$ cat config.mk
export PLATFORM = sky130hd
export DESIGN_NAME = weighted_nearest_color_phase
export DESIGN_NICKNAME = d
export VERILOG_FILES = /design/src/wncp_pkg.sv /design/src/wncp_mul.sv /design/src/wncp_div.sv /design/src/weighted_nearest_color_phase.sv
export SDC_FILE = /design/constraint.sdc
export NUM_CORES = 2
export LEC_CHECK = 0
export BUFFER_PORTS_ARGS = -buffer_cell sky130_fd_sc_hd__buf_2
export CAP_MARGIN = 20
export CORE_AREA = 2 2 377 379
export CTS_BUF_LIST = sky130_fd_sc_hd__clkbuf_8
export DETAILED_ROUTE_END_ITERATION = 10
export DIE_AREA = 0 0 379 381
export PLACE_DENSITY = 0.82
export REMOVE_ABC_BUFFERS = 1
export SYNTH_ARGS = -nofsm -noshare
export SYNTH_HDL_FRONTEND = slang
export SYNTH_HIERARCHICAL = 1
export SYNTH_SLANG_ARGS = --single-unit
$ cat constraint.sdc
create_clock -name clk -period 14.92 [get_ports clk]
set_input_delay 2.984 -clock clk [delete_from_list [all_inputs] [get_ports clk]]
set_output_delay 2.984 -clock clk [all_outputs]
set_load 0.05 [all_outputs]
$ cat src/wncp_pkg.sv
// Shared types and constants for the weighted nearest colour phase classifier.
// No dependencies.
package wncp_pkg;

    typedef enum logic [3:0] {
        ST_IDLE,
        ST_LOAD,
        ST_PROD,
        ST_DOT,
        ST_DS1,
        ST_DV1,
        ST_MIX,
        ST_DS2,
        ST_DV2,
        ST_OUT
    } st_t;

    typedef logic [0:0] cfg_idx_t;

    localparam cfg_idx_t CFG_CLUSTER_COUNT = 1'b0;
    localparam cfg_idx_t CFG_DIST_MIX      = 1'b1;

    // divider geometry: 68-bit dividend, 34-bit divisor, 64-bit quotient kept
    localparam int DIV_DW = 68;
    localparam int DIV_VW = 34;
    localparam int DIV_QW = 64;

    localparam logic [33:0] UNUSED_PENALTY = 34'd268435456;

    typedef struct packed {
        logic        start;
        logic [67:0] dividend;
        logic [33:0] divisor;
    } div_req_t;

endpackage

$ cat src/wncp_mul.sv
// Shared signed 18x18 multiplier used by the load, scoring, dot product and mixing steps.
// Depends on nothing; result is registered by the caller.
module wncp_mul (
    input  logic signed [17:0] a,
    input  logic signed [17:0] b,
    output logic signed [35:0] p
);
    assign p = a * b;
endmodule

$ cat src/wncp_div.sv
// Restoring divider, one quotient bit per cycle.
// Depends on wncp_pkg.
module wncp_div (
    input  logic                      clk,
    input  logic                      rst_n,
    input  wncp_pkg::div_req_t        req,
    output logic                      done,
    output logic [wncp_pkg::DIV_QW-1:0] quotient
);
    import wncp_pkg::*;

    logic [DIV_DW-1:0] dvd_reg;
    logic [DIV_VW-1:0] dvs_reg;
    logic [DIV_VW-1:0] rem_reg;
    logic [DIV_QW-1:0] quo_reg;
    logic [6:0]        cnt_reg;
    logic              busy_reg;
    logic              done_reg;
    logic [DIV_VW:0]   trial;
    logic              ge;

    assign trial = {rem_reg, dvd_reg[DIV_DW-1]};
    assign ge    = trial >= {1'b0, dvs_reg};

    always_ff @(posedge clk or negedge rst_n)
    begin
        if (!rst_n)
        begin
            busy_reg <= 1'b0;
            done_reg <= 1'b0;
            cnt_reg  <= '0;
        end
        else
        begin
            done_reg <= busy_reg && (cnt_reg == 7'd1);
            if (req.start)
            begin
                busy_reg <= 1'b1;
                cnt_reg  <= 7'(DIV_DW);
            end
            else if (busy_reg)
            begin
                cnt_reg <= cnt_reg - 7'd1;
                if (cnt_reg == 7'd1)
                    busy_reg <= 1'b0;
            end
        end
    end

    always_ff @(posedge clk)
    begin
        if (req.start)
        begin
            dvd_reg <= req.dividend;
            dvs_reg <= req.divisor;
            rem_reg <= '0;
            quo_reg <= '0;
        end
        else if (busy_reg)
        begin
            rem_reg <= ge ? DIV_VW'(trial - {1'b0, dvs_reg}) : trial[DIV_VW-1:0];
            quo_reg <= {quo_reg[DIV_QW-2:0], ge};
            dvd_reg <= {dvd_reg[DIV_DW-2:0], 1'b0};
        end
    end

    assign done     = done_reg;
    assign quotient = quo_reg;
endmodule

$ cat src/weighted_nearest_color_phase.sv
// Top level of the weighted nearest colour phase classifier.
// Depends on wncp_pkg, wncp_mul and wncp_div.
//
// One word at a time. A load word is accepted and then makes four passes
// through the shared multiplier. A pixel inside the mask is scored cluster
// by cluster. Each cluster runs:
//   - 3*NCOMPONENTS multiplier steps;
//   - 3 steps for the squared dot product;
//   - a projection divide of 68 steps, plus a start step and a done step;
//   - 4 mixing steps;
//   - a weighting divide of the same length.
// The dot product and projection steps are skipped when dist_mix is zero. A
// masked-out pixel goes from the accepting cycle straight to the result word.
// The step counts are set by the single 18x18 multiplier and the bit-serial
// divider. in_ready is high only when the block is idle; the result word is
// held until out_ready.
module weighted_nearest_color_phase #(
    parameter int NCLUSTERS   = 8,
    parameter int NCOMPONENTS = 3
) (
    input  logic                   clk,
    input  logic                   rst_n,
    input  logic                   in_valid,
    output logic                   in_ready,
    input  logic                   action,
    input  logic [2:0]             entry_index,
    input  logic signed [8:0]      level_a,
    input  logic signed [8:0]      level_b,
    input  logic signed [8:0]      level_c,
    input  logic [15:0]            entry_weight,
    input  logic [7:0]             entry_phase,
    input  logic [15:0]            sample_a,
    input  logic [15:0]            sample_b,
    input  logic [15:0]            sample_c,
    input  logic                   in_mask,
    output logic                   out_valid,
    input  logic                   out_ready,
    output logic [7:0]             phase_out,
    output logic [2:0]             winner,
    output logic                   classified,
    input  logic                   cfg_valid,
    output logic                   cfg_ready,
    input  wncp_pkg::cfg_idx_t     cfg_index,
    input  logic [8:0]             cfg_data
);
    import wncp_pkg::*;

    localparam int IW = (NCLUSTERS > 1) ? $clog2(NCLUSTERS) : 1;
    localparam logic [1:0] KLAST = 2'(NCOMPONENTS - 1);

    // cluster table, one row per entry
    logic [8:0]  lvl_tab [NCLUSTERS][3];
    logic [33:0] norm_tab [NCLUSTERS];
    logic [31:0] wsq_tab [NCLUSTERS];
    logic [7:0]  ph_tab [NCLUSTERS];

    logic [3:0]  cc_reg;
    logic [8:0]  dm_reg;

    st_t state_reg, state_next;

    logic [1:0]    op_reg, k_reg;
    logic [IW-1:0] c_reg, nlast_reg;
    logic [15:0]   s_reg [3];
    logic [8:0]    m_reg;
    logic [8:0]    ld_lvl_reg [3];
    logic [2:0]    ld_idx_reg;
    logic [15:0]   ld_w_reg;
    logic [7:0]    ld_ph_reg;
    logic [17:0]   nacc_reg;

    logic [33:0]        r_reg, sq_reg, line_reg;
    logic signed [34:0] dot_reg;
    logic [67:0]        dsq_reg;
    logic [42:0]        mix_reg;
    logic [63:0]        best_q_reg;

    logic [7:0] ph_out_reg;
    logic [2:0] win_out_reg;
    logic       cls_out_reg;

    logic signed [17:0] mul_a, mul_b;
    logic signed [35:0] prod;
    div_req_t           dreq;
    logic               div_done;
    logic [63:0]        div_q;

    logic [8:0]         cur_lvl;
    logic signed [17:0] cur_d, cur_s, cur_diff;
    logic [33:0]        dot_abs;
    logic [8:0]         mm;
    logic [IW-1:0]      ld_addr;
    logic               ld_in_range;
    int unsigned        n_sat;

    wncp_mul u_mul (.a(mul_a), .b(mul_b), .p(prod));

    wncp_div u_div (
        .clk(clk), .rst_n(rst_n), .req(dreq), .done(div_done), .quotient(div_q)
    );

    assign cfg_ready = 1'b1;

    always_ff @(posedge clk or negedge rst_n)
    begin
        if (!rst_n)
        begin
            cc_reg <= 4'd2;
            dm_reg <= 9'd0;
        end
        else if (cfg_valid)
        begin
            unique case (cfg_index)
                CFG_CLUSTER_COUNT: cc_reg <= cfg_data[3:0];
                CFG_DIST_MIX:      dm_reg <= cfg_data;
                default:           ;
            endcase
        end
    end

    // operand helpers
    assign cur_lvl  = lvl_tab[c_reg][k_reg];
    assign cur_d    = {cur_lvl[8], cur_lvl, 8'd0};
    assign cur_s    = {2'b00, s_reg[k_reg]};
    assign cur_diff = cur_s - cur_d;
    assign dot_abs  = dot_reg[34] ? 34'(-dot_reg) : dot_reg[33:0];
    assign mm       = 9'(9'd256 - m_reg);
    assign ld_addr  = IW'(ld_idx_reg);
    assign ld_in_range = ({29'd0, ld_idx_reg} < 32'(NCLUSTERS));

    always_comb
    begin
        if (cc_reg == 4'd0)
            n_sat = 1;
        else if (32'(cc_reg) > 32'(NCLUSTERS))
            n_sat = NCLUSTERS;
        else
            n_sat = 32'(cc_reg);
    end

    // next state
    always_comb
    begin
        state_next = state_reg;
        unique case (state_reg)
            ST_IDLE:
                if (in_valid)
                begin
                    if (action)
                        state_next = ST_LOAD;
                    else if (in_mask)
                        state_next = ST_PROD;
                    else
                        state_next = ST_OUT;
                end
            ST_LOAD:
                if (op_reg == 2'd3)
                    state_next = ST_IDLE;
            ST_PROD:
                if (op_reg == 2'd2 && k_reg == KLAST)
                    state_next = (m_reg != 9'd0) ? ST_DOT : ST_MIX;
            ST_DOT:
                if (op_reg == 2'd2)
                    state_next = ST_DS1;
            ST_DS1:
                state_next = ST_DV1;
            ST_DV1:
                if (div_done)
                    state_next = ST_MIX;
            ST_MIX:
                if (op_reg == 2'd3)
                    state_next = ST_DS2;
            ST_DS2:
                state_next = ST_DV2;
            ST_DV2:
                if (div_done)
                    state_next = (c_reg == nlast_reg) ? ST_OUT : ST_PROD;
            ST_OUT:
                if (out_ready)
                    state_next = ST_IDLE;
            default:
                state_next = ST_IDLE;
        endcase
    end

    // outputs and multiplier operand select
    always_comb
    begin
        in_ready      = 1'b0;
        out_valid     = 1'b0;
        dreq.start    = 1'b0;
        dreq.dividend = dsq_reg;
        dreq.divisor  = norm_tab[c_reg];
        mul_a         = '0;
        mul_b         = '0;
        unique case (state_reg)
            ST_IDLE:
                in_ready = 1'b1;
            ST_LOAD:
                if (op_reg == 2'd3)
                begin
                    mul_a = {2'b00, ld_w_reg};
                    mul_b = {2'b00, ld_w_reg};
                end
                else
                begin
                    mul_a = 18'(signed'(ld_lvl_reg[op_reg]));
                    mul_b = 18'(signed'(ld_lvl_reg[op_reg]));
                end
            ST_PROD:
                case (op_reg)
                    2'd0:
                    begin
                        mul_a = cur_diff;
                        mul_b = cur_diff;
                    end
                    2'd1:
                    begin
                        mul_a = cur_s;
                        mul_b = cur_d;
                    end
                    default:
                    begin
                        mul_a = cur_s;
                        mul_b = cur_s;
                    end
                endcase
            ST_DOT:
                case (op_reg)
                    2'd0:
                    begin
                        mul_a = {1'b0, dot_abs[16:0]};
                        mul_b = {1'b0, dot_abs[16:0]};
                    end
                    2'd1:
                    begin
                        mul_a = {1'b0, dot_abs[33:17]};
                        mul_b = {1'b0, dot_abs[16:0]};
                    end
                    default:
                    begin
                        mul_a = {1'b0, dot_abs[33:17]};
                        mul_b = {1'b0, dot_abs[33:17]};
                    end
                endcase
            ST_DS1:
                dreq.start = 1'b1;
            ST_MIX:
                case (op_reg)
                    2'd0:
                    begin
                        mul_a = {1'b0, line_reg[16:0]};
                        mul_b = {9'd0, m_reg};
                    end
                    2'd1:
                    begin
                        mul_a = {1'b0, line_reg[33:17]};
                        mul_b = {9'd0, m_reg};
                    end
                    2'd2:
                    begin
                        mul_a = {1'b0, r_reg[16:0]};
                        mul_b = {9'd0, mm};
                    end
                    default:
                    begin
                        mul_a = {1'b0, r_reg[33:17]};
                        mul_b = {9'd0, mm};
                    end
                endcase
            ST_DS2:
            begin
                dreq.start    = 1'b1;
                dreq.dividend = {9'd0, mix_reg, 16'd0};
                dreq.divisor  = {2'b00, wsq_tab[c_reg]};
            end
            ST_OUT:
                out_valid = 1'b1;
            default:
                ;
        endcase
    end

    always_ff @(posedge clk or negedge rst_n)
    begin
        if (!rst_n)
            state_reg <= ST_IDLE;
        else
            state_reg <= state_next;
    end

    // table writes; reset gives unused levels, unit weight
    always_ff @(posedge clk or negedge rst_n)
    begin
        if (!rst_n)
        begin
            for (int i = 0; i < NCLUSTERS; i++)
            begin
                for (int j = 0; j < 3; j++)
                    lvl_tab[i][j] <= 9'h1FF;
                norm_tab[i] <= 34'd1;
                wsq_tab[i]  <= 32'd65536;
                ph_tab[i]   <= 8'd255;
            end
        end
        else if (state_reg == ST_LOAD && op_reg == 2'd3 && ld_in_range)
        begin
            for (int j = 0; j < 3; j++)
                lvl_tab[ld_addr][j] <= ld_lvl_reg[j];
            norm_tab[ld_addr] <= (nacc_reg == 18'd0) ? 34'd1 : {nacc_reg, 16'd0};
            wsq_tab[ld_addr]  <= (prod[31:0] == 32'd0) ? 32'd1 : prod[31:0];
            ph_tab[ld_addr]   <= ld_ph_reg;
        end
    end

    // sequencer counters and datapath
    always_ff @(posedge clk or negedge rst_n)
    begin
        if (!rst_n)
        begin
            op_reg    <= '0;
            k_reg     <= '0;
            c_reg     <= '0;
            nlast_reg <= '0;
        end
        else
        begin
            unique case (state_reg)
                ST_IDLE:
                begin
                    op_reg    <= '0;
                    k_reg     <= '0;
                    c_reg     <= '0;
                    nlast_reg <= IW'(n_sat - 1);
                end
                ST_LOAD:
                    op_reg <= op_reg + 2'd1;
                ST_PROD:
                    if (op_reg == 2'd2)
                    begin
                        op_reg <= '0;
                        k_reg  <= k_reg + 2'd1;
                    end
                    else
                        op_reg <= op_reg + 2'd1;
                ST_DOT:
                    op_reg <= (op_reg == 2'd2) ? 2'd0 : op_reg + 2'd1;
                ST_MIX:
                    op_reg <= op_reg + 2'd1;
                ST_DV2:
                    if (div_done)
                    begin
                        c_reg  <= c_reg + IW'(1);
                        k_reg  <= '0;
                        op_reg <= '0;
                    end
                default:
                    ;
            endcase
        end
    end

    always_ff @(posedge clk)
    begin
        unique case (state_reg)
            ST_IDLE:
                if (in_valid)
                begin
                    s_reg[0]      <= sample_a;
                    s_reg[1]      <= sample_b;
                    s_reg[2]      <= sample_c;
                    m_reg         <= (dm_reg > 9'd256) ? 9'd256 : dm_reg;
                    ld_lvl_reg[0] <= level_a;
                    ld_lvl_reg[1] <= level_b;
                    ld_lvl_reg[2] <= level_c;
                    ld_idx_reg    <= entry_index;
                    ld_w_reg      <= entry_weight;
                    ld_ph_reg     <= entry_phase;
                    nacc_reg      <= '0;
                    r_reg         <= '0;
                    sq_reg        <= '0;
                    dot_reg       <= '0;
                    line_reg      <= '0;
                    ph_out_reg    <= 8'd0;
                    win_out_reg   <= 3'd0;
                    cls_out_reg   <= 1'b0;
                end
            ST_LOAD:
                if (32'(op_reg) < 32'(NCOMPONENTS))
                    nacc_reg <= nacc_reg + prod[17:0];
            ST_PROD:
                case (op_reg)
                    2'd0: r_reg <= r_reg + (cur_lvl[8] ? UNUSED_PENALTY : prod[33:0]);
                    2'd1: dot_reg <= dot_reg + $signed(prod[34:0]);
                    default: sq_reg <= sq_reg + prod[33:0];
                endcase
            ST_DOT:
                case (op_reg)
                    2'd0: dsq_reg <= {32'd0, prod};
                    2'd1: dsq_reg <= dsq_reg + {14'd0, prod, 18'd0};
                    default: dsq_reg <= dsq_reg + {prod[33:0], 34'd0};
                endcase
            ST_DV1:
                if (div_done)
                    line_reg <= (div_q > {30'd0, sq_reg}) ? 34'd0 : sq_reg - div_q[33:0];
            ST_MIX:
                case (op_reg)
                    2'd0: mix_reg <= {7'd0, prod};
                    2'd1: mix_reg <= mix_reg + {prod[25:0], 17'd0};
                    2'd2: mix_reg <= mix_reg + {7'd0, prod};
                    default: mix_reg <= mix_reg + {prod[25:0], 17'd0};
                endcase
            ST_DV2:
                if (div_done)
                begin
                    // first minimum wins: strict compare keeps the lower index
                    if (c_reg == '0 || div_q < best_q_reg)
                    begin
                        best_q_reg  <= div_q;
                        ph_out_reg  <= ph_tab[c_reg];
                        win_out_reg <= 3'(c_reg);
                    end
                    cls_out_reg <= 1'b1;
                    r_reg       <= '0;
                    sq_reg      <= '0;
                    dot_reg     <= '0;
                    line_reg    <= '0;
                end
            default:
                ;
        endcase
    end

    assign phase_out  = ph_out_reg;
    assign winner     = win_out_reg;
    assign classified = cls_out_reg;
endmodule

==> summary.md <==
| Metric | Value |
|---|---|
| Status | complete, no violations |
| WS Path Type | reg -> reg |
| NumNets Final | 9238 |
| Post-synth EDFFs | 555 |
| Total of max-cap violations | 0 |
| Slew margin rel. | 0.1502 |
| Area grow syn2layout | 8.656% |
| Drt via density | 6.513 |
| H-tree depth | 4 |
| Tot Pwr | 7.419 mW |
| Ys Warns | 6 |
| Die Y | 381 um |
| Maximum root-to-sink buffer count | 3 |
| Mean Syn Cell Area | 11.18 um2 |
| Die area | 144400 um2 |
| RSZ-0062 raised after global routing | false |
| Tot GR Track Use | 0.3626 |
| Antenna violations before repair | 16 |
| Via count | 67.40k |
| FILL cells | 9711 |
| Util after Layout | 0.7024 |
| Overall routed net length | 261100 um |
| Final clock skew | 0.07506 ns |
| HP Class | reg -> reg |
| Clk pin slew, worst setup/hold paths | 0.07 ns |
| Crit path time final | 13.83 ns |
| Top Ports | 134 |
| Register area | 37130 um2 |
| Routability cong. | 0.9899 |
| Biggest regs | wsq_tab (256), lvl_tab (216), norm_tab (152) |
| Vias in the first global route | 68.88k |
| CP Data Arrival Time | 14.51 ns |
| WP buf/inv | 5 |
| Multi-input logic area | 50230 um2 |
| Drt first pass iters | 8 |
| Post-CTS Setup Repair Bufs | 0 |
| Max FFs per register | 256 |
| Worst Tran Pin Value | 1.274 ns |
| Antenna viol nets, final | 0 |
| CP Launch Type | flop |
| Asr flop ratio synth | 0.5258 |
| Hold Buf Count CTS | 0 |
| Sequential cell area fraction in the yosys report | 0.4085 |
| Reg with most FFs | wsq_tab |
| Slowest-stage cell, CP | dfrtp_4 |
| Crit-path max cell delay | 0.76 ns |
| Netlist cell types | 104 |
| Share of post-route cells with drive strength above 1 | 0.2340 |
| Worst-skew pair later-pin latency | 1.00 ns |
| Flops & latches, synth | 1377 |
| CTS tree | yes |
| Total power divided by cell area | 75.14 nW/um2 |
| Post-DR wirelength/cell | 25.24 um |
| Final setup violation count | 0 |
| Largest area contributor in the synthesized netlist | edfxtp_1 |
| Clock sink count | 1377 |
| Reg-to-reg setup timing slack | 1.09 ns |
| Largest net degree at the start of global routing | 183 |
| Fin cells | 10.35k |
| First-pass GRT wire length | 400900 um |
| Pins Over Slew Limit | 0 |
| CP most frequent cell | fa_1 |
| Cells after Synth | 8127 |
| Main synth FF type | edfxtp_1 |
| Iteration-0 DRC count of the detailed router | 7289 |
| Die width | 379 um |
| CP endpoint kind | flop |
| Post-synth top area share | 0.1834 |
| # port buffers | 132 |
| Resized Gates After CTS | 0 |
| Maximum VDD drop | 0.1241 mV |
| Total CTS buffers | 221 |
| Root buffer cell | clkbuf_8 |
| Final period utilization | 0.9272 |
| GRT Residual Overflow | 0 |
| Crit path max fanout | 23 |
| DRC | 0 |
| Site row count | 138 |
| Placed insts | 9917 |
| Final Hold Vio Count | 0 |
| Leakage power of the design | 45.49 nW |
| F_max | 72.29 MHz |
| CORE AREA | 140600 um2 |
| Synth area leaders | edfxtp_1 (18%), dfrtp_1 (12%), mux2_2 (9.3%) |
| Req. time, crit path | 15.59 ns |
| Top-count cell post-synth | mux2_2 |
| Initial Util | 0.6465 |
| Critical path's top delay family | adder cells |
| Synth top cells by count | mux2_2 (751), inv_1 (641), nand2_1 (609), edfxtp_1 (555), ha_1 (527) |
| Post-DP HPWL | 178500 um |
| Netlist Area Pre-Place | 90860 um2 |
-- where the power goes --
group	switching [mW]	internal [mW]
clock network	1.63	1.76
registers	0.00551	3.93
logic	0.0611	0.0249
total	1.70	5.72
-- metal layers --
metal / part of all wire / vias up / GRT usage / wire length, um
li1: - / 29330 / - / -
met1: 0.38 / 33640 / 0.4730 / 98960
met2: 0.45 / 3552 / 0.5593 / 118700
met3: 0.11 / 866 / 0.09187 / 28280
met4: 0.058 / 10 / 0.1917 / 15100
met5: 0.00028 / - / 0 / 73
-- stage by stage --
stage	hold WS, ns	TNS (ns)	cell area, um2	setup WS [ns]
finish	0.4828	0	98730	1.087
global route	0.5054	0	98710	0.4556
CTS	0.4854	0	98670	1.149
detailed placement	0.4704	0	94020	1.356
global placement	0.4569	0	93980	1.648
floorplan	0.4446	-369.44	89360	-2.961
-- path summary, 6_finish.rpt --
check,startpoint,to,cells past startpoint
setup / recovery,c_reg[0],mix_reg[42],42
hold / removal,norm_tab[221],norm_tab[221],2
setup reg to reg,c_reg[0],mix_reg[42],42
hold reg to reg,norm_tab[221],norm_tab[221],2
max in group asynchronous,rst_n,c_reg[2],3
min in group asynchronous,rst_n,wsq_tab[94],1
-- layout by cell type (no fill, tap or decap), types with 38 or more instances in the layout --
cell / Yosys / routed
a211oi_1: 68 / 68
a21o_1: 203 / 203
a21oi_1: 393 / 391
and2_1: 257 / 256
and3_1: 48 / 47
buf_2: 37 / 131
buf_4: 4 / 144
clkbuf_8: 0 / 264
dfrtp_1: 427 / 421
dfstp_2: 297 / 297
dfxtp_1: 98 / 98
edfxtp_1: 555 / 555
fa_1: 340 / 340
ha_1: 527 / 524
inv_1: 641 / 724
mux2_2: 751 / 751
mux2i_1: 137 / 137
mux4_2: 198 / 198
nand2_1: 609 / 605
nand2b_1: 63 / 63
nand3_1: 91 / 87
nand4_1: 61 / 61
nor2_1: 507 / 503
nor2b_1: 73 / 73
nor3_1: 91 / 88
nor4_1: 38 / 38
o211ai_1: 44 / 44
o21a_1: 55 / 55
o21ai_0: 295 / 287
o21bai_1: 42 / 41
xnor2_1: 193 / 178
xor2_1: 161 / 154
-- worst register-to-register path: cells and delay by family (launching register included) --
| kind | cells | cell delay, ns |
|---|---|---|
| adder cells (fa/ha/maj) | 9 | 4.32 |
| AO/OA/AOI/OAI | 11 | 3.14 |
| AND/OR/NAND/NOR | 12 | 2.51 |
| multiplexers | 2 | 1.06 |
| XOR/XNOR | 3 | 1.00 |
| flip-flops | 1 | 0.76 |
| buffers and inverters | 5 | 0.73 |
-- cells by family after synthesis --
family,count (synthesis),share of synthesized area
multiplexers,1086,0.1572
adder cells (fa/ha/maj),867,0.1475
XOR/XNOR,354,0.03412
flip-flops,1377,0.4085
buffers and inverters,1028,0.04316
AND/OR/NAND/NOR,1948,0.1024
other,1,0.00004127
AO/OA/AOI/OAI,1466,0.1071
-- final cells by class --
cell class / instances / share of cell area
Tap cell: 1890 / 0.02395
Multi-Input combinational cell: 5722 / 0.5087
Clock buffer: 264 / 0.03680
Inverter: 645 / 0.02452
Timing Repair Buffer: 285 / 0.01938
Sequential cell: 1377 / 0.3761
Antenna cell: 9 / 0.0002281
Clock inverter: 156 / 0.01027
(Power assumes the default switching activity.)
